`src/hdl/bencode_scalar_token_parser_unit_macros.svh`:
```
// Assertion macros for the bencode scalar token parser.
// Used by the top level only; needs nothing else.
`ifndef BENCODE_SCALAR_TOKEN_PARSER_UNIT_MACROS_SVH
`define BENCODE_SCALAR_TOKEN_PARSER_UNIT_MACROS_SVH

// Same-cycle implication, checked out of reset.
`define BSTP_ASSERT_SAME(label, clk, rst_n, ante, cons) \
  label: assert property (@(posedge clk) disable iff (!rst_n) (ante) |-> (cons)) \
    else $error("bstp: same-cycle check failed");

// Next-cycle implication, checked out of reset.
`define BSTP_ASSERT_NEXT(label, clk, rst_n, ante, cons) \
  label: assert property (@(posedge clk) disable iff (!rst_n) (ante) |=> (cons)) \
    else $error("bstp: next-cycle check failed");

`endif

```
`src/hdl/bstp_pkg.sv`:
```
// Shared types and constants for the bencode scalar token parser.
// No dependencies; imported by bstp_scalar_fsm, bstp_out_reg and the top level.
`default_nettype none

package bstp_pkg;

  typedef enum logic [1:0] {
    KIND_INT   = 2'd0,
    KIND_BYTE  = 2'd1,
    KIND_EMPTY = 2'd2,
    KIND_ERR   = 2'd3
  } kind_e;

  typedef enum logic [2:0] {
    ERR_EMPTY     = 3'd0,
    ERR_NO_INT_END = 3'd1,
    ERR_BAD_INT   = 3'd2,
    ERR_NO_COLON  = 3'd3,
    ERR_LEN_RANGE = 3'd4,
    ERR_SHORT     = 3'd5,
    ERR_BAD_LEAD  = 3'd6,
    ERR_CONTAINER = 3'd7
  } err_e;

  localparam logic [7:0] CH_I     = 8'h69;
  localparam logic [7:0] CH_E     = 8'h65;
  localparam logic [7:0] CH_COLON = 8'h3A;
  localparam logic [7:0] CH_L     = 8'h6C;
  localparam logic [7:0] CH_D     = 8'h64;
  localparam logic [7:0] CH_MINUS = 8'h2D;
  localparam logic [7:0] CH_ZERO  = 8'h30;
  localparam logic [7:0] CH_NINE  = 8'h39;

  localparam int unsigned ValueW = 64;
  localparam int unsigned TdataOutW = 80;

  typedef struct packed {
    kind_e              kind;
    logic signed [63:0] int_value;
    logic [7:0]         string_byte;
    logic               string_last;
    err_e               error_code;
  } result_t;

endpackage

`default_nettype wire

```
`src/hdl/bstp_in_stage.sv`:
```
// Input register stage: captures one command/byte beat per cycle while it is free (empty, or its content is taken).
// Depends on nothing but the clock and reset.
`default_nettype none

module bstp_in_stage (
  input  wire logic       clk_i,
  input  wire logic       rst_ni,
  input  wire logic       in_valid_i,
  output logic            in_ready_o,
  input  wire logic       in_cmd_i,
  input  wire logic [7:0] in_byte_i,
  input  wire logic       take_i,
  output logic            item_valid_o,
  output logic            item_cmd_o,
  output logic [7:0]      item_byte_o
);

  logic       vld_q, vld_d;
  logic       cmd_q;
  logic [7:0] byte_q;

  // The register frees up in the same cycle its content is taken.
  assign in_ready_o = !vld_q || take_i;
  assign vld_d      = in_ready_o ? in_valid_i : vld_q;

  always_ff @(posedge clk_i or negedge rst_ni) begin
    if (!rst_ni) begin
      vld_q <= 1'b0;
    end else begin
      vld_q <= vld_d;
    end
  end

  always_ff @(posedge clk_i) begin
    if (in_ready_o && in_valid_i) begin
      cmd_q  <= in_cmd_i;
      byte_q <= in_byte_i;
    end
  end

  assign item_valid_o = vld_q;
  assign item_cmd_o   = cmd_q;
  assign item_byte_o  = byte_q;

endmodule

`default_nettype wire

```
`src/hdl/bstp_scalar_fsm.sv`:
```
// Parser state and the per-byte step logic for integers and strings.
// Depends on bstp_pkg for codes, characters and the result type.
`default_nettype none

module bstp_scalar_fsm
  import bstp_pkg::*;
#(
  parameter int unsigned LENGTH_BITS = 32
) (
  input  wire logic       clk_i,
  input  wire logic       rst_ni,
  input  wire logic       step_i,
  input  wire logic       cmd_i,
  input  wire logic [7:0] byte_i,
  output logic            res_valid_o,
  output result_t         res_o
);

  localparam logic [2:0] PH_IDLE      = 3'd0;
  localparam logic [2:0] PH_INT_START = 3'd1;
  localparam logic [2:0] PH_INT_DIGIT = 3'd2;
  localparam logic [2:0] PH_INT_SKIP  = 3'd3;
  localparam logic [2:0] PH_LEN_DIGIT = 3'd4;
  localparam logic [2:0] PH_LEN_SKIP  = 3'd5;
  localparam logic [2:0] PH_PAYLOAD   = 3'd6;
  localparam logic [2:0] PH_ERROR     = 3'd7;

  localparam int unsigned WideW = ValueW + 4;
  localparam logic [WideW-1:0] LenLimit = (WideW'(1) << LENGTH_BITS) - WideW'(1);
  localparam logic [WideW-1:0] IntMax   = WideW'(64'h7FFF_FFFF_FFFF_FFFF);

  logic [2:0]        phase_q, phase_d;
  // The accumulator doubles as the payload down-counter once ':' is seen.
  logic [ValueW-1:0] acc_q, acc_d;
  logic              neg_q, neg_d;
  logic              digits_q, digits_d;
  logic              bad_q, bad_d;
  logic              seen_q, seen_d;

  logic              is_digit;
  logic [3:0]        digit;
  logic              int_phase;
  logic [WideW-1:0]  limit;
  logic [WideW-1:0]  acc_wide;
  logic [WideW-1:0]  next_val;
  logic              over;

  assign is_digit  = (byte_i >= CH_ZERO) && (byte_i <= CH_NINE);
  assign digit     = byte_i[3:0];
  assign int_phase = (phase_q == PH_INT_START) || (phase_q == PH_INT_DIGIT) ||
                     (phase_q == PH_INT_SKIP);
  assign limit     = int_phase ? (IntMax + WideW'(neg_q)) : LenLimit;
  assign acc_wide  = WideW'(acc_q);
  // acc * 10 + d, kept wide enough that it cannot wrap.
  assign next_val  = (acc_wide << 3) + (acc_wide << 1) + WideW'(digit);
  assign over      = next_val > limit;

  always_comb begin
    phase_d     = phase_q;
    acc_d       = acc_q;
    neg_d       = neg_q;
    digits_d    = digits_q;
    bad_d       = bad_q;
    seen_d      = seen_q;
    res_valid_o = 1'b0;
    res_o       = '0;

    if (step_i && cmd_i) begin
      phase_d  = PH_IDLE;
      acc_d    = '0;
      neg_d    = 1'b0;
      digits_d = 1'b0;
      bad_d    = 1'b0;
      seen_d   = 1'b0;
      res_o.kind = KIND_ERR;
      case (phase_q)
        PH_IDLE: begin
          res_valid_o      = !seen_q;
          res_o.error_code = ERR_EMPTY;
        end
        PH_INT_START, PH_INT_DIGIT, PH_INT_SKIP: begin
          res_valid_o      = 1'b1;
          res_o.error_code = ERR_NO_INT_END;
        end
        PH_LEN_DIGIT, PH_LEN_SKIP: begin
          res_valid_o      = 1'b1;
          res_o.error_code = ERR_NO_COLON;
        end
        PH_PAYLOAD: begin
          res_valid_o      = 1'b1;
          res_o.error_code = ERR_SHORT;
        end
        default: begin
          res_o = '0;
        end
      endcase
    end else if (step_i) begin
      case (phase_q)
        PH_IDLE: begin
          seen_d   = 1'b1;
          acc_d    = '0;
          neg_d    = 1'b0;
          digits_d = 1'b0;
          bad_d    = 1'b0;
          if (byte_i == CH_I) begin
            phase_d = PH_INT_START;
          end else if ((byte_i == CH_L) || (byte_i == CH_D)) begin
            phase_d          = PH_ERROR;
            res_valid_o      = 1'b1;
            res_o.kind       = KIND_ERR;
            res_o.error_code = ERR_CONTAINER;
          end else if (is_digit) begin
            // A single digit is taken without a range check; it fits any length field of at least four bits.
            acc_d    = ValueW'(digit);
            digits_d = 1'b1;
            phase_d  = PH_LEN_DIGIT;
          end else begin
            phase_d          = PH_ERROR;
            res_valid_o      = 1'b1;
            res_o.kind       = KIND_ERR;
            res_o.error_code = ERR_BAD_LEAD;
          end
        end
        PH_INT_START, PH_INT_DIGIT, PH_INT_SKIP: begin
          if (byte_i == CH_E) begin
            res_valid_o = 1'b1;
            if (!digits_q || bad_q) begin
              phase_d          = PH_ERROR;
              res_o.kind       = KIND_ERR;
              res_o.error_code = ERR_BAD_INT;
            end else begin
              phase_d         = PH_IDLE;
              res_o.kind      = KIND_INT;
              res_o.int_value = neg_q ? -acc_q : acc_q;
            end
          end else if ((phase_q == PH_INT_START) && (byte_i == CH_MINUS)) begin
            neg_d   = 1'b1;
            phase_d = PH_INT_DIGIT;
          end else if ((phase_q != PH_INT_SKIP) && is_digit) begin
            digits_d = 1'b1;
            if (!bad_q) begin
              if (over) begin
                bad_d = 1'b1;
              end else begin
                acc_d = next_val[ValueW-1:0];
              end
            end
            phase_d = PH_INT_DIGIT;
          end else begin
            phase_d = PH_INT_SKIP;
          end
        end
        PH_LEN_DIGIT, PH_LEN_SKIP: begin
          if (byte_i == CH_COLON) begin
            if (bad_q) begin
              phase_d          = PH_ERROR;
              res_valid_o      = 1'b1;
              res_o.kind       = KIND_ERR;
              res_o.error_code = ERR_LEN_RANGE;
            end else if (acc_q == '0) begin
              phase_d     = PH_IDLE;
              res_valid_o = 1'b1;
              res_o.kind  = KIND_EMPTY;
            end else begin
              phase_d = PH_PAYLOAD;
            end
          end else if ((phase_q == PH_LEN_DIGIT) && is_digit) begin
            digits_d = 1'b1;
            if (!bad_q) begin
              if (over) begin
                bad_d = 1'b1;
              end else begin
                acc_d = next_val[ValueW-1:0];
              end
            end
          end else begin
            phase_d = PH_LEN_SKIP;
          end
        end
        PH_PAYLOAD: begin
          acc_d             = acc_q - ValueW'(1);
          res_valid_o       = 1'b1;
          res_o.kind        = KIND_BYTE;
          res_o.string_byte = byte_i;
          res_o.string_last = (acc_q == ValueW'(1));
          if (acc_q == ValueW'(1)) begin
            phase_d = PH_IDLE;
          end
        end
        default: begin
          // Error recovery: bytes are dropped until end of buffer.
          phase_d = phase_q;
        end
      endcase
    end
  end

  always_ff @(posedge clk_i or negedge rst_ni) begin
    if (!rst_ni) begin
      phase_q  <= PH_IDLE;
      acc_q    <= '0;
      neg_q    <= 1'b0;
      digits_q <= 1'b0;
      bad_q    <= 1'b0;
      seen_q   <= 1'b0;
    end else begin
      phase_q  <= phase_d;
      acc_q    <= acc_d;
      neg_q    <= neg_d;
      digits_q <= digits_d;
      bad_q    <= bad_d;
      seen_q   <= seen_d;
    end
  end

endmodule

`default_nettype wire

```
`src/hdl/bstp_out_reg.sv`:
```
// Result register holding one result beat until the sink takes it.
// Depends on bstp_pkg for the result type.
`default_nettype none

module bstp_out_reg
  import bstp_pkg::*;
(
  input  wire logic    clk_i,
  input  wire logic    rst_ni,
  input  wire logic    load_i,
  input  wire logic    res_valid_i,
  input  wire result_t res_i,
  input  wire logic    out_ready_i,
  output logic         free_o,
  output logic         out_valid_o,
  output result_t      out_res_o
);

  logic    vld_q, vld_d;
  result_t res_q;

  assign free_o = !vld_q || out_ready_i;

  always_comb begin
    vld_d = vld_q;
    if (load_i) begin
      vld_d = res_valid_i;
    end else if (out_ready_i) begin
      vld_d = 1'b0;
    end
  end

  always_ff @(posedge clk_i or negedge rst_ni) begin
    if (!rst_ni) begin
      vld_q <= 1'b0;
    end else begin
      vld_q <= vld_d;
    end
  end

  always_ff @(posedge clk_i) begin
    if (load_i && res_valid_i) begin
      res_q <= res_i;
    end
  end

  assign out_valid_o = vld_q;
  assign out_res_o   = res_q;

endmodule

`default_nettype wire

```
`src/hdl/bencode_scalar_token_parser_unit.sv`:
```
// Channel   | Dir | tdata (low bit up)                          | tuser / tlast
// s_axis    | in  | data_byte[7:0]                              | tuser: cmd
// m_axis    | out | int_value, string_byte, error_code, 5 zeros | tuser: kind; tlast: last
//
// Each byte beat is first captured in the input register, which feeds the step logic; the step's result
// is loaded into the output register when that register is free. A new beat is taken every cycle while
// the sink keeps up.
// Reset returns the parser to idle with an empty buffer; no clearing pass is needed.
// A stalled sink holds the result register; the input register still takes one beat.
// Top level of the bencode scalar token parser.
// Depends on bstp_pkg, bstp_in_stage, bstp_scalar_fsm, bstp_out_reg and the macro header.
`default_nettype none
`include "bencode_scalar_token_parser_unit_macros.svh"

module bencode_scalar_token_parser_unit
  import bstp_pkg::*;
#(
  parameter int unsigned LENGTH_BITS = 32
) (
  input  wire logic                 clk_i,
  input  wire logic                 rst_ni,
  input  wire logic                 s_axis_tvalid_i,
  output logic                      s_axis_tready_o,
  input  wire logic [7:0]           s_axis_tdata_i,   // [7:0] data_byte
  input  wire logic [0:0]           s_axis_tuser_i,   // [0] cmd
  output logic                      m_axis_tvalid_o,
  input  wire logic                 m_axis_tready_i,
  output logic [TdataOutW-1:0]      m_axis_tdata_o,   // [63:0] int_value, [71:64]
                                                      // string_byte, [74:72] error_code
  output logic [1:0]                m_axis_tuser_o,   // [1:0] kind
  output logic                      m_axis_tlast_o    // string_last
);

  logic       item_valid;
  logic       item_cmd;
  logic [7:0] item_byte;
  logic       out_free;
  logic       fire;
  logic       res_valid;
  result_t    res;
  result_t    out_res;

  assign fire = item_valid && out_free;

  bstp_in_stage u_in_stage (
    .clk_i        (clk_i),
    .rst_ni       (rst_ni),
    .in_valid_i   (s_axis_tvalid_i),
    .in_ready_o   (s_axis_tready_o),
    .in_cmd_i     (s_axis_tuser_i[0]),
    .in_byte_i    (s_axis_tdata_i),
    .take_i       (fire),
    .item_valid_o (item_valid),
    .item_cmd_o   (item_cmd),
    .item_byte_o  (item_byte)
  );

  bstp_scalar_fsm #(
    .LENGTH_BITS (LENGTH_BITS)
  ) u_fsm (
    .clk_i       (clk_i),
    .rst_ni      (rst_ni),
    .step_i      (fire),
    .cmd_i       (item_cmd),
    .byte_i      (item_byte),
    .res_valid_o (res_valid),
    .res_o       (res)
  );

  bstp_out_reg u_out_reg (
    .clk_i       (clk_i),
    .rst_ni      (rst_ni),
    .load_i      (fire),
    .res_valid_i (res_valid),
    .res_i       (res),
    .out_ready_i (m_axis_tready_i),
    .free_o      (out_free),
    .out_valid_o (m_axis_tvalid_o),
    .out_res_o   (out_res)
  );

  assign m_axis_tdata_o = {5'b0, out_res.error_code, out_res.string_byte, out_res.int_value};
  assign m_axis_tuser_o = out_res.kind;
  assign m_axis_tlast_o = out_res.string_last;

  // Only payload bytes may close a string.
  `BSTP_ASSERT_SAME(a_last_only_bytes, clk_i, rst_ni, m_axis_tvalid_o && (m_axis_tuser_o != KIND_BYTE), !m_axis_tlast_o)
  // The integer field is zero unless the result is an integer.
  `BSTP_ASSERT_SAME(a_int_zero, clk_i, rst_ni, m_axis_tvalid_o && (m_axis_tuser_o != KIND_INT), m_axis_tdata_o[63:0] == 64'd0)
  // A held input beat is not lost while the result side is blocked.
  `BSTP_ASSERT_NEXT(a_item_held, clk_i, rst_ni, item_valid && !out_free, item_valid)

endmodule

`default_nettype wire

```
`config.mk`:
```
export PLATFORM = sky130hd
export DESIGN_NAME = bencode_scalar_token_parser_unit
export DESIGN_NICKNAME = d
export VERILOG_FILES = /design/src/hdl/bstp_pkg.sv /design/src/hdl/bstp_in_stage.sv /design/src/hdl/bstp_scalar_fsm.sv /design/src/hdl/bstp_out_reg.sv /design/src/hdl/bencode_scalar_token_parser_unit.sv
export VERILOG_INCLUDE_DIRS = /design/src /design/src/hdl
export SDC_FILE = /design/constraint.sdc
export NUM_CORES = 1
export LEC_CHECK = 0
export BUFFER_PORTS_ARGS = -buffer_cell sky130_fd_sc_hd__clkbuf_2
export CAP_MARGIN = 40
export CORE_MARGIN = 5
export CORE_UTILIZATION = 50
export DETAILED_ROUTE_END_ITERATION = 6
export HOLD_SLACK_MARGIN = 0.12
export PLACE_DENSITY = 0.7
export SETUP_SLACK_MARGIN = 0.1
export SYNTH_ARGS = -nofsm -noshare
export SYNTH_HDL_FRONTEND = slang
export SYNTH_SLANG_ARGS = --single-unit
```
`constraint.sdc`:
```
create_clock -name clk_i -period 6.9 [get_ports clk_i]
set_input_delay 0.345 -clock clk_i [delete_from_list [all_inputs] [get_ports clk_i]]
set_output_delay 0.345 -clock clk_i [all_outputs]
set_load 0.05 [all_outputs]
```
==> flow_summary.ini <==
[detailed_routing]
vias_per_cell = 6.63
drcViolationCount = 0
postRouteAntennaNets = 0
wire_per_inst_um = 22.2
drt_pass1_iterations = 7
first_iter_violations = 2253
wirelength_um = 54300
num_vias = 16222

[floorplanning]
die_y_um = 192
initial_core_util_pct = 50.7
die_w_um = 192
coreArea_sq_um = 32500
io-pin-count = 98
die_area_sq_um = 36700
rows = 66

[outcome]
outcome = complete, no violations

[yosys]
synth_cells = 1941
avgSynthCellArea_sq_um = 8.50
netlist.area_leader.share_pct = 15.8
yosys.area.top_type = edfxtp_1
synth_ff_type = edfxtp_1
synth_area_sq_um = 16500
yosys_warnings = 0
synth_cell_type_count = 95
seq_area_frac_synth_pct = 26.9
synth_edf_count = 87
ys_async_sr_fraction_pct = 45.6
synth.ff_latch_count = 160
synthTopCellsByArea = edfxtp_1 (16%), ha_1 (15%), dfrtp_1 (11%)

[grt]
antenna_found_initial = 0
track_usage_pct = 29.0
grt_pass1_wl_um = 85100
first_global_vias = 15193
overflow = 0
grt_max_degree = 65

[timing]
tightestPinTransition_ps = 963
holdWs_ps = 201
finalHoldViolCount = 0
finalCriticalPeriod_ps = 6620
tns_ps = 0
slew_headroom_pct = 35.2
fin_crit_sh_pct = 96.0
layout_setup_ws_ps = 276
finalMaxSlewViolations = 0
fmax_mhz = 151
rsz0062_at_grt = true
fin_skew_ps = 20.1
setup_viol = 0

[clocking]
cts_buffers = 17
htree_levels = 4
cts.sinks = 160
clock_latency_ps = 450
clk_pin_slew_ps = 70
cts_tree = yes
clockBufferDepth = 2
ctsRootBufferMaster = clkbuf_16

[critical_path]
critical-path-max-stage-delay_ps = 570
worstSetupPathType = flop to flop
cpLargestDelayFamily = compound AO/OA/AOI/OAI gates
cp-start-kind = flop
critical_path.slowest_cell = fa_1
worst-path-buf-inv = 2
cp_cell_sequence = fa_1, inv_1, fa_1, nand2b_1, a21oi_2, o21ai_0, o311a_2, o221ai_2, a21oi_1, o221ai_1, xor2_1, ha_1, and4_1, nor4b_2, nand3_1, o31ai_2, a41oi_1, a211oi_1, o211ai_2, a211o_4, buf_12, o41ai_1, o31ai_2
arrival_ps = 6930
worstPathMaxFanout = 33
crit_path_end_kind = flop
worstPathRequired_ps = 7200

[power_and_ir_drop]
leakage_nw = 7.73
seq_power_share_pct = 18.1
p_int_mw = 4.11
worst_ir_drop_vdd_mv = 0.416
switching_share_pct = 58.5
power_density_nw_per_um2 = 541
power.share.clock_pct = 10.2
power.switching_mw = 5.79
comb_power_share_pct = 71.7

[placed_design]
io_buffers = 92
post-dp-hpwl_um = 40000
gp_congestion = 0.970
post-place-ws_ps = -107

[cells_and_area]
final_common_cell = nand2_1
syn2layout_area_growth_pct = 10.9
num_antenna_cells = 0
fin_nets = 2204
mostFrequentLayoutCells = nand2_1 (198), ha_1 (194), nor2_1 (191)
drive_gt1_share_pct = 14.6

[hold_path]
min_path_type = input pin to flop

[job]
maxCapViolCount = 0
-- worst paths after layout --
check                                start                    end  slack (ps)  cells after the start
min in group asynchronous           rst_ni        u_fsm.acc_q[60]         330                      2
setup / recovery            u_fsm.acc_q[2]        u_fsm.acc_q[31]         280                     23
hold reg to reg               u_fsm.seen_q           u_fsm.seen_q         510                      2
hold / removal             m_axis_tready_i  u_out_reg.out_valid_o         200                      3
setup reg to reg            u_fsm.acc_q[2]        u_fsm.acc_q[31]         280                     23
max in group asynchronous           rst_ni        u_fsm.acc_q[39]        5930                      3
-- synth_stat cells (all sizes together) (35+ instances only) --
cell type / n
ha: 197
inv: 41
nor2: 194
buf: 36
clkbuf: 81
nor3: 69
xnor2: 54
o21ai: 89
nand2: 201
dfrtp: 73
xor2: 77
o31ai: 62
o41ai: 35
nand4: 36
a21oi: 176
o31a: 36
edfxtp: 87
nand3: 58
-- state kept, by name (all words and copies together), names as in the netlist --
register / flops
u_fsm.bad_q: 1
u_fsm.digits_q: 1
u_fsm.phase_q: 3
u_fsm.acc_q: 64
u_in_stage.item_valid_o: 1
u_out_reg.out_valid_o: 1
u_in_stage.item_byte_o: 8
u_in_stage.item_cmd_o: 1
u_fsm.seen_q: 1
u_fsm.neg_q: 1
u_out_reg.out_res_o: 78
-- metal layers --
layer  vias to the layer above  routed length [um]  GRT usage, %
met5                         -                   0             0
met4                         0                1410          8.20
met3                       132                5970          5.33
met2                       981               23900          45.9
met1                      7723               23100          40.8
li1                       7386                   -             -
-- power groups by stage --
stage / combinational [mW] / sequential (mW) / clock, mW
after CTS: 6.86 / 1.77 / 1.01
final: 7.10 / 1.79 / 1.01
after global routing: 7.61 / 1.83 / 1.06
after detailed placement: 6.82 / 1.78 / 0
after floorplan: 4.56 / 2.17 / 0
after global placement: 6.71 / 1.78 / 0
-- stage by stage --
stage          utilization (%)  instances  area, sq um  power [mW]
6_report                  56.2       2447        18300        9.90
3_5_place_dp              53.6       2403        17400        8.61
4_1_cts                   55.8       2446        18200        9.64
5_1_grt                   56.2       2447        18300        10.5
2_1_floorplan                -       1945        16500        6.73
3_3_place_gp              53.4       2401        17400        8.49
-- area by class of cell --
class / count / area [sq um]
clock buffer: 18 / 429
clock inverter: 14 / 179
fill: 3018 / 14200
inverter: 41 / 154
multi-input combinational: 1627 / 11600
sequential: 160 / 4450
tap: 442 / 553
timing repair buffer: 145 / 958
-- cell families after synthesis --
logic type                 share of synthesized area, %
and+or+nand+nor                                    20.7
AOI/OAI and AO/OA                                  25.3
adders and majority gates                          15.2
DFF                                                26.9
buffers and inverters                              4.13
xor gates and xnor gates                           6.95
muxes                                             0.834
other                                            0.0227
-- timing repair --
action                                 4_1_cts  5_1_grt
hold buffers                                11        0
setup endpoints to repair                   54       65
buffers inserted                             0        1
endpoints found under the hold margin       26        0
pin swaps                                    0        1
resized for setup                            2       28
-- worst register-to-register path, stage by stage, from the launching register on --
cell and delay, ps:
dfrtp_1 500, fa_1 570, inv_1 70, fa_1 450, nand2b_1 190, a21oi_2 220
o21ai_0 160, o311a_2 500, o221ai_2 320, a21oi_1 160, o221ai_1 220, xor2_1 140
ha_1 340, and4_1 210, nor4b_2 260, nand3_1 160, o31ai_2 290, a41oi_1 80
a211oi_1 330, o211ai_2 180, a211o_4 330, buf_12 180, o41ai_1 480, o31ai_2 130
Power figures use the tool's default switching activity.
